--- config.mk ---
export PLATFORM = sky130hd
export DESIGN_NAME = eller_maze_row_generator
export DESIGN_NICKNAME = d
export VERILOG_FILES = /design/src/emr_pkg.sv /design/src/emr_link_unit.sv /design/src/emr_set_lists.sv /design/src/eller_maze_row_generator.sv
export SDC_FILE = /design/constraint.sdc
export NUM_CORES = 1
export LEC_CHECK = 0
export BUFFER_PORTS_ARGS = -buffer_cell sky130_fd_sc_hd__buf_4
export CAP_MARGIN = 20
export CORE_MARGIN = 2
export CORE_UTILIZATION = 40
export DETAILED_ROUTE_END_ITERATION = 8
export SYNTH_ARGS = -nofsm -noshare
export SYNTH_HDL_FRONTEND = slang
export SYNTH_SLANG_ARGS = --single-unit
--- constraint.sdc ---
create_clock -name clk -period 4.6 [get_ports clk]
set_input_delay 0.46 -clock clk [delete_from_list [all_inputs] [get_ports clk]]
set_output_delay 0.46 -clock clk [all_outputs]
set_load 0.01 [all_outputs]
--- src/emr_pkg.sv ---
`timescale 1ns / 1ps
package emr_pkg;

	localparam int MAX_COLS = 32;
	localparam int COL_W = $clog2(MAX_COLS);
	localparam int CNT_W = COL_W + 1;

	typedef logic [COL_W-1:0] col_t;
	typedef logic [CNT_W-1:0] cnt_t;

	typedef struct packed {
		logic valid;
		logic vert;
		col_t col;
		logic force_join;
		logic join_bit;
		logic down_bit;
	} link_req_t;

	typedef struct packed {
		col_t next_addr;
		col_t prev_addr;
	} list_rd_t;

	typedef struct packed {
		col_t next_data;
		col_t prev_data;
	} list_rdata_t;

	typedef struct packed {
		logic en;
		col_t next_addr0;
		col_t next_data0;
		col_t prev_addr0;
		col_t prev_data0;
		col_t next_addr1;
		col_t next_data1;
		col_t prev_addr1;
		col_t prev_data1;
	} list_wr_t;

endpackage

--- src/emr_link_unit.sv ---
`timescale 1ns / 1ps
module emr_link_unit (
	input  emr_pkg::link_req_t   req,
	input  emr_pkg::list_rdata_t rdata,
	output emr_pkg::list_rd_t    rd,
	output emr_pkg::list_wr_t    wr,
	output logic                 set_bit
);

	emr_pkg::col_t tgt;
	logic          linked;
	logic          act;

	// horizontal: splice list of col+1 after col; vertical: unlink col
	always_comb begin
		tgt = req.vert ? req.col : req.col + emr_pkg::col_t'(1);
		rd.next_addr = req.col;
		rd.prev_addr = tgt;
		linked = rdata.next_data == tgt;
		if (req.vert) begin
			set_bit = linked || req.down_bit;
			act = !set_bit;
		end else begin
			act = !linked && (req.force_join || req.join_bit);
			set_bit = act;
		end
		wr.en = req.valid && act;
		wr.next_addr0 = rdata.prev_data;
		wr.next_data0 = rdata.next_data;
		wr.prev_addr0 = rdata.next_data;
		wr.prev_data0 = rdata.prev_data;
		wr.next_addr1 = req.col;
		wr.next_data1 = tgt;
		wr.prev_addr1 = tgt;
		wr.prev_data1 = req.col;
	end

endmodule

--- src/emr_set_lists.sv ---
`timescale 1ns / 1ps
module emr_set_lists (
	input  logic                 clk,
	input  logic                 arst_n,
	input  logic                 clear,
	input  emr_pkg::list_rd_t    rd,
	input  emr_pkg::list_wr_t    wr,
	output emr_pkg::list_rdata_t rdata
);

	emr_pkg::col_t next_q [emr_pkg::MAX_COLS];
	emr_pkg::col_t prev_q [emr_pkg::MAX_COLS];

	assign rdata.next_data = next_q[rd.next_addr];
	assign rdata.prev_data = prev_q[rd.prev_addr];

	always_ff @(posedge clk or negedge arst_n) begin
		if (!arst_n) begin
			for (int i = 0; i < emr_pkg::MAX_COLS; i++) begin
				next_q[i] <= emr_pkg::col_t'(i);
				prev_q[i] <= emr_pkg::col_t'(i);
			end
		end else if (clear) begin
			for (int i = 0; i < emr_pkg::MAX_COLS; i++) begin
				next_q[i] <= emr_pkg::col_t'(i);
				prev_q[i] <= emr_pkg::col_t'(i);
			end
		end else if (wr.en) begin
			// second port wins on a shared address
			next_q[wr.next_addr0] <= wr.next_data0;
			next_q[wr.next_addr1] <= wr.next_data1;
			prev_q[wr.prev_addr0] <= wr.prev_data0;
			prev_q[wr.prev_addr1] <= wr.prev_data1;
		end
	end

endmodule

--- src/eller_maze_row_generator.sv ---
`timescale 1ns / 1ps
// Eller maze row generator.
// Slave stream: one transfer per maze row. s_tdata[31:0] holds the join
// requests (bit c joins columns c and c+1), s_tdata[63:32] the down
// requests, s_tlast marks the final row of a maze.
// Master stream: one transfer per row. m_tdata[31:0] is right_open,
// m_tdata[63:32] is down_open.
// APB register at address 0 is num_cols (2..32); writing it also starts a
// new maze with every column in a set of its own.
// Each row walks the columns through one shared link unit, one column per
// cycle: a horizontal pass, then a vertical pass (skipped on the final row),
// then a step that loads the output register.
// The slave side is not ready while a row is being worked on.
// The output register lets the next row be taken while a result waits; a
// stalled receiver holds the block before loading its next result.
// Reset puts every column in its own set, num_cols to 32, outputs empty.
module eller_maze_row_generator (
	input  logic        clk,
	input  logic        arst_n,
	input  logic        s_tvalid,
	output logic        s_tready,
	input  logic [63:0] s_tdata,   // join_bits, down_bits
	input  logic        s_tlast,   // last_row
	output logic        m_tvalid,
	input  logic        m_tready,
	output logic [63:0] m_tdata,   // right_open, down_open
	input  logic        psel,
	input  logic        penable,
	input  logic        pwrite,
	input  logic [2:0]  paddr,
	input  logic [31:0] pwdata,
	output logic [31:0] prdata,
	output logic        pready
);

	localparam logic [1:0] ST_IDLE  = 2'd0;
	localparam logic [1:0] ST_HORIZ = 2'd1;
	localparam logic [1:0] ST_VERT  = 2'd2;
	localparam logic [1:0] ST_FIN   = 2'd3;

	logic [1:0]                  state_q;
	emr_pkg::cnt_t               col_q;
	emr_pkg::cnt_t               n_q;
	emr_pkg::cnt_t               num_cols_q;
	emr_pkg::cnt_t               n_clamp;
	logic [emr_pkg::MAX_COLS-1:0] join_q;
	logic [emr_pkg::MAX_COLS-1:0] down_q;
	logic                        last_q;
	logic [emr_pkg::MAX_COLS-1:0] right_acc_q;
	logic [emr_pkg::MAX_COLS-1:0] down_acc_q;
	logic [63:0]                 m_tdata_q;
	logic                        m_tvalid_q;

	logic                 cfg_wr;
	logic                 in_xfer;
	logic                 horiz_step;
	logic                 vert_step;
	logic                 out_load;
	logic                 clear;
	emr_pkg::link_req_t   req;
	emr_pkg::list_rd_t    rd;
	emr_pkg::list_rdata_t rdata;
	emr_pkg::list_wr_t    wr;
	logic                 set_bit;

	assign pready = 1'b1;
	assign prdata = paddr[2] ? 32'd0 : {26'd0, num_cols_q};
	assign cfg_wr = psel && penable && pwrite && !paddr[2];

	assign n_clamp = (num_cols_q > emr_pkg::cnt_t'(emr_pkg::MAX_COLS)) ?
		emr_pkg::cnt_t'(emr_pkg::MAX_COLS) : num_cols_q;

	assign s_tready = state_q == ST_IDLE;
	assign in_xfer = s_tvalid && s_tready;
	assign m_tvalid = m_tvalid_q;
	assign m_tdata = m_tdata_q;

	assign horiz_step = (state_q == ST_HORIZ) && ((col_q + emr_pkg::cnt_t'(1)) < n_q);
	assign vert_step = (state_q == ST_VERT) && (col_q < n_q);
	assign out_load = (state_q == ST_FIN) && (!m_tvalid_q || m_tready);
	assign clear = cfg_wr || ((state_q == ST_HORIZ) && !horiz_step && last_q);

	always_comb begin
		req.valid = horiz_step || vert_step;
		req.vert = state_q == ST_VERT;
		req.col = col_q[emr_pkg::COL_W-1:0];
		req.force_join = last_q;
		req.join_bit = join_q[col_q[emr_pkg::COL_W-1:0]];
		req.down_bit = down_q[col_q[emr_pkg::COL_W-1:0]];
	end

	emr_link_unit u_link (
		.req     (req),
		.rdata   (rdata),
		.rd      (rd),
		.wr      (wr),
		.set_bit (set_bit)
	);

	emr_set_lists u_lists (
		.clk    (clk),
		.arst_n (arst_n),
		.clear  (clear),
		.rd     (rd),
		.wr     (wr),
		.rdata  (rdata)
	);

	always_ff @(posedge clk or negedge arst_n) begin
		if (!arst_n) begin
			num_cols_q <= emr_pkg::cnt_t'(emr_pkg::MAX_COLS);
		end else if (cfg_wr) begin
			num_cols_q <= pwdata[emr_pkg::CNT_W-1:0];
		end
	end

	always_ff @(posedge clk or negedge arst_n) begin
		if (!arst_n) begin
			state_q <= ST_IDLE;
			col_q <= '0;
			m_tvalid_q <= 1'b0;
		end else begin
			if (out_load) begin
				m_tvalid_q <= 1'b1;
			end else if (m_tready) begin
				m_tvalid_q <= 1'b0;
			end
			case (state_q)
				ST_IDLE: begin
					if (in_xfer) begin
						state_q <= ST_HORIZ;
						col_q <= '0;
					end
				end
				ST_HORIZ: begin
					if (horiz_step) begin
						col_q <= col_q + emr_pkg::cnt_t'(1);
					end else if (last_q) begin
						state_q <= ST_FIN;
					end else begin
						state_q <= ST_VERT;
						col_q <= '0;
					end
				end
				ST_VERT: begin
					if (vert_step) begin
						col_q <= col_q + emr_pkg::cnt_t'(1);
					end else begin
						state_q <= ST_FIN;
					end
				end
				ST_FIN: begin
					if (out_load) begin
						state_q <= ST_IDLE;
					end
				end
				default: begin
					state_q <= ST_IDLE;
				end
			endcase
		end
	end

	always_ff @(posedge clk) begin
		if (in_xfer) begin
			join_q <= s_tdata[31:0];
			down_q <= s_tdata[63:32];
			last_q <= s_tlast;
			n_q <= n_clamp;
			right_acc_q <= '0;
			down_acc_q <= '0;
		end else begin
			if (horiz_step && set_bit) begin
				right_acc_q[col_q[emr_pkg::COL_W-1:0]] <= 1'b1;
			end
			if (vert_step && set_bit) begin
				down_acc_q[col_q[emr_pkg::COL_W-1:0]] <= 1'b1;
			end
		end
		if (out_load) begin
			m_tdata_q <= {down_acc_q, right_acc_q};
		end
	end

`ifndef SYNTHESIS
	a_accept_starts_walk: assert property (@(posedge clk) disable iff (!arst_n)
		in_xfer |=> state_q == ST_HORIZ)
		else $error("row transfer did not start the horizontal pass");

	a_join_distinct: assert property (@(posedge clk) disable iff (!arst_n)
		(horiz_step && wr.en) |-> (rdata.prev_data != req.col))
		else $error("join splices a column into its own list");

	a_unlink_consistent: assert property (@(posedge clk) disable iff (!arst_n)
		(vert_step && wr.en) |-> (rdata.next_data != req.col && rdata.prev_data != req.col))
		else $error("unlinked column has a self pointer on one side only");

	a_last_no_down: assert property (@(posedge clk) disable iff (!arst_n)
		(state_q == ST_FIN && last_q) |-> (down_acc_q == '0))
		else $error("final row opened a column downward");

	a_load_shows_result: assert property (@(posedge clk) disable iff (!arst_n)
		out_load |=> m_tvalid)
		else $error("result load did not raise valid");
`endif

endmodule

==> out/metrics.csv, run 1 <==
stage;metric;value;unit
routing;1st-pass router iterations;6;
timing;Final Setup Violations;0;
yosys;Post-synth top flop;dfrtp_1;
clock_tree;Clock Path Buffers;3;
die;row cnt;99;
flow_run;Max Cap Viol;0;
global_routing;met1 GRT Util;0.409;
final_layout;Filler Cells Inserted;6490;
pwr;sequential share of power;0.248;
critical_path;crit-path cells;inv_1 > ha_2 > buf_4 > mux2i_4 > buf_4 > mux2i_1 > o22ai_1 > o31ai_4 > buf_4 > o41ai_2 > buf_4 > and2_1 > a211oi_1;
die;effective utilization at floorplan;0.403;
timing;worst slew pin tran;1.08;ns
critical_path;largest stage delay on the critical path;0.92;ns
timing;f_max;223;MHz
critical_path;Reg2Reg Setup Slack;0.11;ns
critical_path;Critical path buffers and inverters;5;
final_layout;share of cells above drive strength 1;0.295;
final_layout;most common cell after layout, fill and taps aside;buf_4;
clock_tree;Reg clk slew, reported paths;0.07;ns
global_routing;antenna violations before repair;1;
place;gpl congestion;1.00;
global_routing;global route total overflow;0;
yosys;Async S/R FF share, synth;0.627;
timing;Setup TNS;0;ns
critical_path;Worst setup SP type;flip-flop;
global_routing;grt peak-use layer;met2;
pwr;NetSw;12.7;mW
timing;Rel. slew slack;0.281;
pwr;Switching Share;0.471;
routing;Initial DRC Count;3407;
timing;final setup skew;0.0234;ns
final_layout;antenna fix cells;0;
yosys;mean post-synth cell area;10.7;µm²
place;PortBufs;150;
die;die height;275;µm
timing;final count of pins violating max slew;0;
yosys;Seq/Total Area, Yosys;0.475;
critical_path;worst-path fanout max;13;
hold_path;Hold Crit Class;in2reg;
critical_path;CP Data Required Time;5.13;ns
pwr;Leak Pwr;14.0;nW
routing;Final ANT Viol Nets;0;
global_routing;first-pass GRT wire length;175000;µm
critical_path;CP max stage cell;o31ai_4;
routing;DR DRC count;0;
die;Die ar.;75400;µm²
timing;Final Cycle Share;0.976;
yosys;YS warnings;0;
timing;endpoints failing hold;0;
critical_path;crit path DAT;5.02;ns
clock_tree;TritonCTS clock tree;built;
critical_path;R2R Path End;u_lists.next_q[133];
place;DP HPWL;81700;µm
timing;Hold WS;0.0579;ns
routing;routed wire length;118000;µm
yosys;Netlist cell types;101;
die;num ports;206;
clock_tree;CTS H-tree lvls;2;
timing;unrepaired setup endpoints after global routing;yes;
routing;routed length per instance;28.7;µm
pwr;PwrDens;748;nW/µm²
timing;Tmin final;4.49;ns
final_layout;Layout Area Growth over Synthesis;23.0;%
yosys;Syn Inst Count;2749;
yosys;synthesis-stage register bit count;534;
critical_path;Critical Path Sink Type;flip-flop;
die;Die X;275;µm
routing;routed via count;27000;
global_routing;vias in the first global route;26700;
clock_tree;CTS buffer count;60;
pwr;P_int;14.3;mW
critical_path;Worst Reg-to-Reg Cells;13;
critical_path;r2r startpoint;state_q[0];
yosys;Post-synth EDFFs;135;
hold_path;hold_sp;pwdata[4];
final_layout;commonest cells after routing, fill and taps aside;buf_4 (428), nor2_1 (295), nand2_1 (180);
hold_path;depth of the worst hold-timing path;2;
clock_tree;Worst-Skew Late Latency;0.65;ns
hold_path;hold worst-path end;num_cols_q[4];
pwr;clock power share;0.190;
critical_path;CP top delay family;compound AO/OA/AOI/OAI gates;
pwr;Max rail drop VDD;644;µV
global_routing;met2 Use GR;0.464;
critical_path;critical path class;reg2reg;
critical_path;CP dominant cell by count;buf_4;
routing;Via density;6.57;
pwr;Logic pwr share;0.562;
die;core area;72700;µm²
global_routing;largest net degree at the start of global routing;104;
run_status;status;complete, no violations;
global_routing;total track usage;0.309;
clock_tree;Clock Sink Count;534;
final_layout;Nets;3216;
global_routing;met3 GRT Util;0.0830;
clock_tree;clock root buffer;clkbuf_16;
yosys;synthesized cell area;29300;µm²
-- per-layer routing --
metal	vias to the layer above	wire, µm	part of all wire
met4	0	6780	0.058
met3	447	14100	0.12
met1	13300	45400	0.38
li1	11300	-	-
met5	-	0	0
met2	1889	51600	0.44
-- cell families after synthesis --
logic type / Yosys count / share of synthesized area
muxes: 189 / 0.101
xor gates and xnor gates: 13 / 0.00466
buffers and inverters: 314 / 0.0514
other: 2 / 0.000256
and+or+nand+nor: 761 / 0.119
adders and majority gates: 19 / 0.00795
AOI/OAI and AO/OA: 917 / 0.240
DFF: 534 / 0.475
-- timing repair --
item,CTS,global route
gates resized for setup,2,18
endpoints found under the hold margin,85,0
pin swaps,0,4
buffers inserted,0,5
setup endpoints to repair,7,143
hold buffers,66,0
-- cell usage after synthesis, drive strengths merged (6+ instances only) --
library cell,instances,share of area
nor2,304,0.039
nand2,181,0.023
dfrtp,174,0.15
dfstp,161,0.14
clkbuf,136,0.017
buf,135,0.028
edfxtp,135,0.14
a21oi,132,0.023
a31oi,100,0.021
a211oi,95,0.025
mux2i,94,0.032
mux4,85,0.065
nor3,84,0.015
dfxtp,64,0.044
o211ai,60,0.016
o21ai,59,0.011
o22ai,56,0.012
a22oi,54,0.014
nand3,52,0.0091
a221oi,44,0.013
inv,43,0.0055
a22o,39,0.012
a32oi,38,0.011
o21a,37,0.0095
a32o,33,0.011
and2,30,0.0064
nor4,25,0.0062
nor2b,23,0.0049
o41ai,23,0.013
o2111ai,19,0.0065
o32a,19,0.0065
o31ai,18,0.0053
ha,17,0.0073
nand2b,14,0.0030
nand4,14,0.0030
xnor2,11,0.0041
a21o,10,0.0026
a311oi,10,0.0030
mux2,10,0.0040
a2bb2oi,9,0.0029
and3,9,0.0019
or3,8,0.0017
a221o,6,0.0021
-- layout make-up --
cell class | instances | area (µm²) | share of cell area
multi-input cells | 1926 | 14100 | 0.393
flip-flops and latches | 534 | 13900 | 0.387
repair buffers | 527 | 4490 | 0.125
clock buffers | 76 | 1660 | 0.0462
well taps | 959 | 1200 | 0.0333
clock inverters | 38 | 430 | 0.0119
inverters | 43 | 161 | 0.00448
-- per-stage QoR --
| step | power, mW | utilization | cells | area (µm²) | setup slack (ns) |
|---|---|---|---|---|---|
| final | 27.0 | 0.495 | 4103 | 36000 | 0.111 |
| after global routing | 27.7 | 0.495 | 4103 | 36000 | -0.0686 |
| after CTS | 26.2 | 0.493 | 4097 | 35900 | 0.00411 |
| after detailed placement | 21.0 | 0.455 | 3917 | 33100 | -0.116 |
| after global placement | 20.8 | 0.455 | 3913 | 33100 | -0.121 |
| after floorplan | 14.3 | - | 2774 | 29400 | 0.00395 |
-- registers in the layout (all words and copies together), names as in the netlist --
signal          count
down_acc_q         32
m_tvalid            1
join_q             32
last_q              1
u_lists.prev_q    160
state_q             2
n_q                 6
right_acc_q        32
num_cols_q          6
col_q               6
u_lists.next_q    160
down_q             32
m_tdata            64
-- power groups by stage --
| stage | registers, mW | clock network (mW) | logic [mW] |
|---|---|---|---|
| after floorplan | 6.61 | 0 | 7.71 |
| after global placement | 6.69 | 0 | 14.1 |
| after detailed placement | 6.73 | 0 | 14.3 |
| after CTS | 6.66 | 5.18 | 14.4 |
| after global routing | 6.76 | 5.35 | 15.6 |
| final | 6.68 | 5.11 | 15.2 |
-- how the worst max path moves through the flow --
| stage | start | endpoint | slack [ns] | cells after the start |
|---|---|---|---|---|
| global placement | state_q[0] | u_lists.next_q[125] | -0.12 | 12 |
| finish | state_q[0] | u_lists.next_q[133] | 0.11 | 13 |
| detailed placement | state_q[0] | u_lists.next_q[125] | -0.12 | 12 |
| global route | col_q[1] | u_lists.next_q[76] | -0.07 | 14 |
| CTS | state_q[0] | u_lists.next_q[11] | 0.004 | 14 |
| floorplan | col_q[1] | u_lists.next_q[91] | 0.004 | 19 |
Note: power is estimated with default switching activity, not from simulation.
==> run 2, diff against run 1 <==
--- a/config.mk
+++ b/config.mk
@@ -10,6 +10,7 @@
 export CORE_MARGIN = 2
 export CORE_UTILIZATION = 40
 export DETAILED_ROUTE_END_ITERATION = 8
+export REMOVE_ABC_BUFFERS = 1
 export SYNTH_ARGS = -nofsm -noshare
 export SYNTH_HDL_FRONTEND = slang
 export SYNTH_SLANG_ARGS = --single-unit
==> run 2 against run 1 <==
Compared with the run above:
- register-to-register slack lost 0.04 ns
- worst setup slack worse by 0.035 ns
- power down 0.62%
- flip-flop and latch count is the same
- wire length grew 0.66%
- largest cell class unchanged
==> out/metrics.csv, run 2 (synthesis results as in run 1) <==
stage;metric;value;unit;change
critical_path;crit path DAT;5.10;ns;was 5.02 ns
critical_path;Reg2Reg Setup Slack;0.08;ns;was 0.11 ns
routing;routed length per instance;29.2;µm;was 28.7 µm
timing;Tmin final;4.52;ns;was 4.49 ns
clock_tree;Worst-Skew Late Latency;0.66;ns;was 0.65 ns
routing;Via density;6.64;;was 6.57
die;effective utilization at floorplan;0.403;;unchanged
timing;Final Cycle Share;0.984;;was 0.976
die;Die X;275;µm;unchanged
critical_path;CP max stage cell;nor3_1;;was o31ai_4
critical_path;Worst setup SP type;flip-flop;;unchanged
final_layout;final instance area;35600;µm²;was 36000 µm²
final_layout;share of cells above drive strength 1;0.283;;was 0.295
timing;Rel. slew slack;0.161;;was 0.281
global_routing;antenna violations before repair;3;;was 1
timing;Final Setup Violations;0;;unchanged
flow_run;Max Cap Viol;0;;unchanged
pwr;PwrDens;752;nW/µm²;was 748 nW/µm²
final_layout;most common cell after layout, fill and taps aside;buf_4;;unchanged
timing;worst slew pin tran;1.25;ns;was 1.08 ns
timing;Setup TNS;0;ns;unchanged
critical_path;CP dominant cell by count;nor3_1;;was buf_4
die;die height;275;µm;unchanged
critical_path;critical path endpoint;u_lists.next_q[143];;was u_lists.next_q[133]
place;placed cell area;32900;µm²;was 33100 µm²
final_layout;Final Util;0.490;;was 0.495
critical_path;Worst Reg-to-Reg Cells;10;;was 13
global_routing;global route total overflow;0;;unchanged
pwr;Max rail drop VDD;571;µV;was 644 µV
timing;endpoints failing hold;0;;unchanged
final_layout;commonest cells after routing, fill and taps aside;buf_4 (385), nor2_1 (299), nand2_1 (180);;was buf_4 (428), nor2_1 (295), nand2_1 (180)
hold_path;depth of the worst hold-timing path;2;;unchanged
die;Die ar.;75400;µm²;unchanged
routing;Final ANT Viol Nets;0;;unchanged
critical_path;crit-path cells;buf_12 > mux2i_1 > nor3_1 > o31a_1 > o31ai_1 > xnor2_1 > o2111ai_2 > o211ai_2 > nor3_1 > a32o_1;;was inv_1 > ha_2 > buf_4 > mux2i_4 > buf_4 > mux2i_1 > o22ai_1 > o31ai_4 > buf_4 > o41ai_2 > buf_4 > and2_1 > a211oi_1
timing;setup ws final;0.0758;ns;was 0.111 ns
place;PortBufs;150;;unchanged
critical_path;largest stage delay on the critical path;0.87;ns;was 0.92 ns
routing;routed via count;27000;;about the same
die;num ports;206;;unchanged
routing;routed wire length;119000;µm;was 118000 µm
clock_tree;clock root buffer;clkbuf_16;;unchanged
routing;DR DRC count;0;;unchanged
critical_path;critical path class;reg2reg;;unchanged
clock_tree;Clock Path Buffers;3;;unchanged
final_layout;Filler Cells Inserted;6584;;was 6490
critical_path;Critical Path Sink Type;flip-flop;;unchanged
timing;final setup skew;0.0291;ns;was 0.0234 ns
clock_tree;Clock Sink Count;534;;unchanged
critical_path;CP Depth;10;;was 13
critical_path;CP top delay family;compound AO/OA/AOI/OAI gates;;unchanged
final_layout;Layout Area Growth over Synthesis;21.6;%;was 23.0%
timing;Hold WS;0.0570;ns;was 0.0579 ns
clock_tree;CTS buffer count;58;;was 60
place;dpl ws;-0.0580;ns;was -0.116 ns
routing;1st-pass router iterations;6;;unchanged
critical_path;worst-path fanout max;64;;was 13
timing;f_max;221;MHz;was 223 MHz
clock_tree;post-CTS setup buffer count;0;;unchanged
critical_path;r2r startpoint;col_q[1];;was state_q[0]
die;row cnt;99;;unchanged
place;placed insts;3881;;was 3917
place;gpl congestion;0.992;;was 1.00
place;DP HPWL;80100;µm;was 81700 µm
final_layout;Cell Count, Final, Fillers Out;4060;;was 4103
critical_path;CP Data Required Time;5.17;ns;was 5.13 ns
pwr;Power Total;26.8;mW;was 27.0 mW
routing;Initial DRC Count;3390;;was 3407
global_routing;total track usage;0.310;;was 0.309
global_routing;vias in the first global route;26500;;was 26700
global_routing;first-pass GRT wire length;176000;µm;was 175000 µm
global_routing;largest net degree at the start of global routing;94;;was 104
clock_tree;CTS H-tree lvls;2;;unchanged
pwr;Leak Pwr;13.8;nW;was 14.0 nW
run_status;status;complete, no violations;;unchanged
die;core area;72700;µm²;unchanged
clock_tree;Reg clk slew, reported paths;0.06;ns;was 0.07 ns
timing;final count of pins violating max slew;0;;unchanged
critical_path;Critical path buffers and inverters;1;;was 5
clock_tree;TritonCTS clock tree;built;;unchanged
final_layout;Nets;3173;;was 3216
critical_path;crit path from;col_q[1];;was state_q[0]
critical_path;R2R Path End;u_lists.next_q[143];;was u_lists.next_q[133]
timing;unrepaired setup endpoints after global routing;no;;was yes
hold_path;Hold Crit Class;in2reg;;unchanged
==> run 2: cell count changes in the layout (fill, tap and decap cells not counted), moves of 2 or more <==
cell | before | now
buf_4 | 428 | 385
clkbuf_8 | 8 | 4
nor2_1 | 295 | 299
nor2_2 | 8 | 5
buf_12 | 28 | 30
clkinv_1 | 2 | 4
diode_2 | 0 | 2
inv_6 | 1 | 3
==> run 2: timing repair <==
item | in CTS | in global routing
hold buffers | 66 | 0
pin swaps | 0 | 0
endpoints found under the hold margin | 115 | 0
setup endpoints to repair | 2 | 41
resized for setup | 3 | 8
==> run 2: how the worst min path moves through the flow <==
stage                               from             to  slack (ns)
after CTS                      pwdata[1]  num_cols_q[1]        0.04
after detailed placement  right_acc_q[7]     m_tdata[7]        0.42
after global placement    down_acc_q[16]    m_tdata[48]        0.42
final                          pwdata[3]  num_cols_q[3]        0.06
after global routing           pwdata[1]  num_cols_q[1]        0.06
after floorplan                   arst_n       col_q[0]        0.16
==> run 2: final cells by class <==
cell class | instances | area (µm²) | area share
clock inverter | 38 | 433 | 0.0122
inverter | 43 | 161 | 0.00453
antenna | 2 | 5.00 | 0.000141
sequential | 534 | 13900 | 0.391
multi-input combinational | 1926 | 14100 | 0.396
timing repair buffer | 486 | 4200 | 0.118
clock buffer | 72 | 1590 | 0.0445
tap | 959 | 1200 | 0.0337
==> run 2: routing by layer <==
layer	vias to the layer above	GRT usage	part of all wire
li1	11300	-	-
met1	13500	0.409	0.39
met2	1709	0.484	0.45
met3	445	0.0592	0.098
met4	2	0.169	0.064
met5	-	0	0.00011
==> run 2: report_power, final <==
part	switching, mW	internal, mW	leakage, nW
Combinational	10.1	5.03	6.97
Clock	2.10	2.91	0.992
Sequential	0.549	6.14	5.83
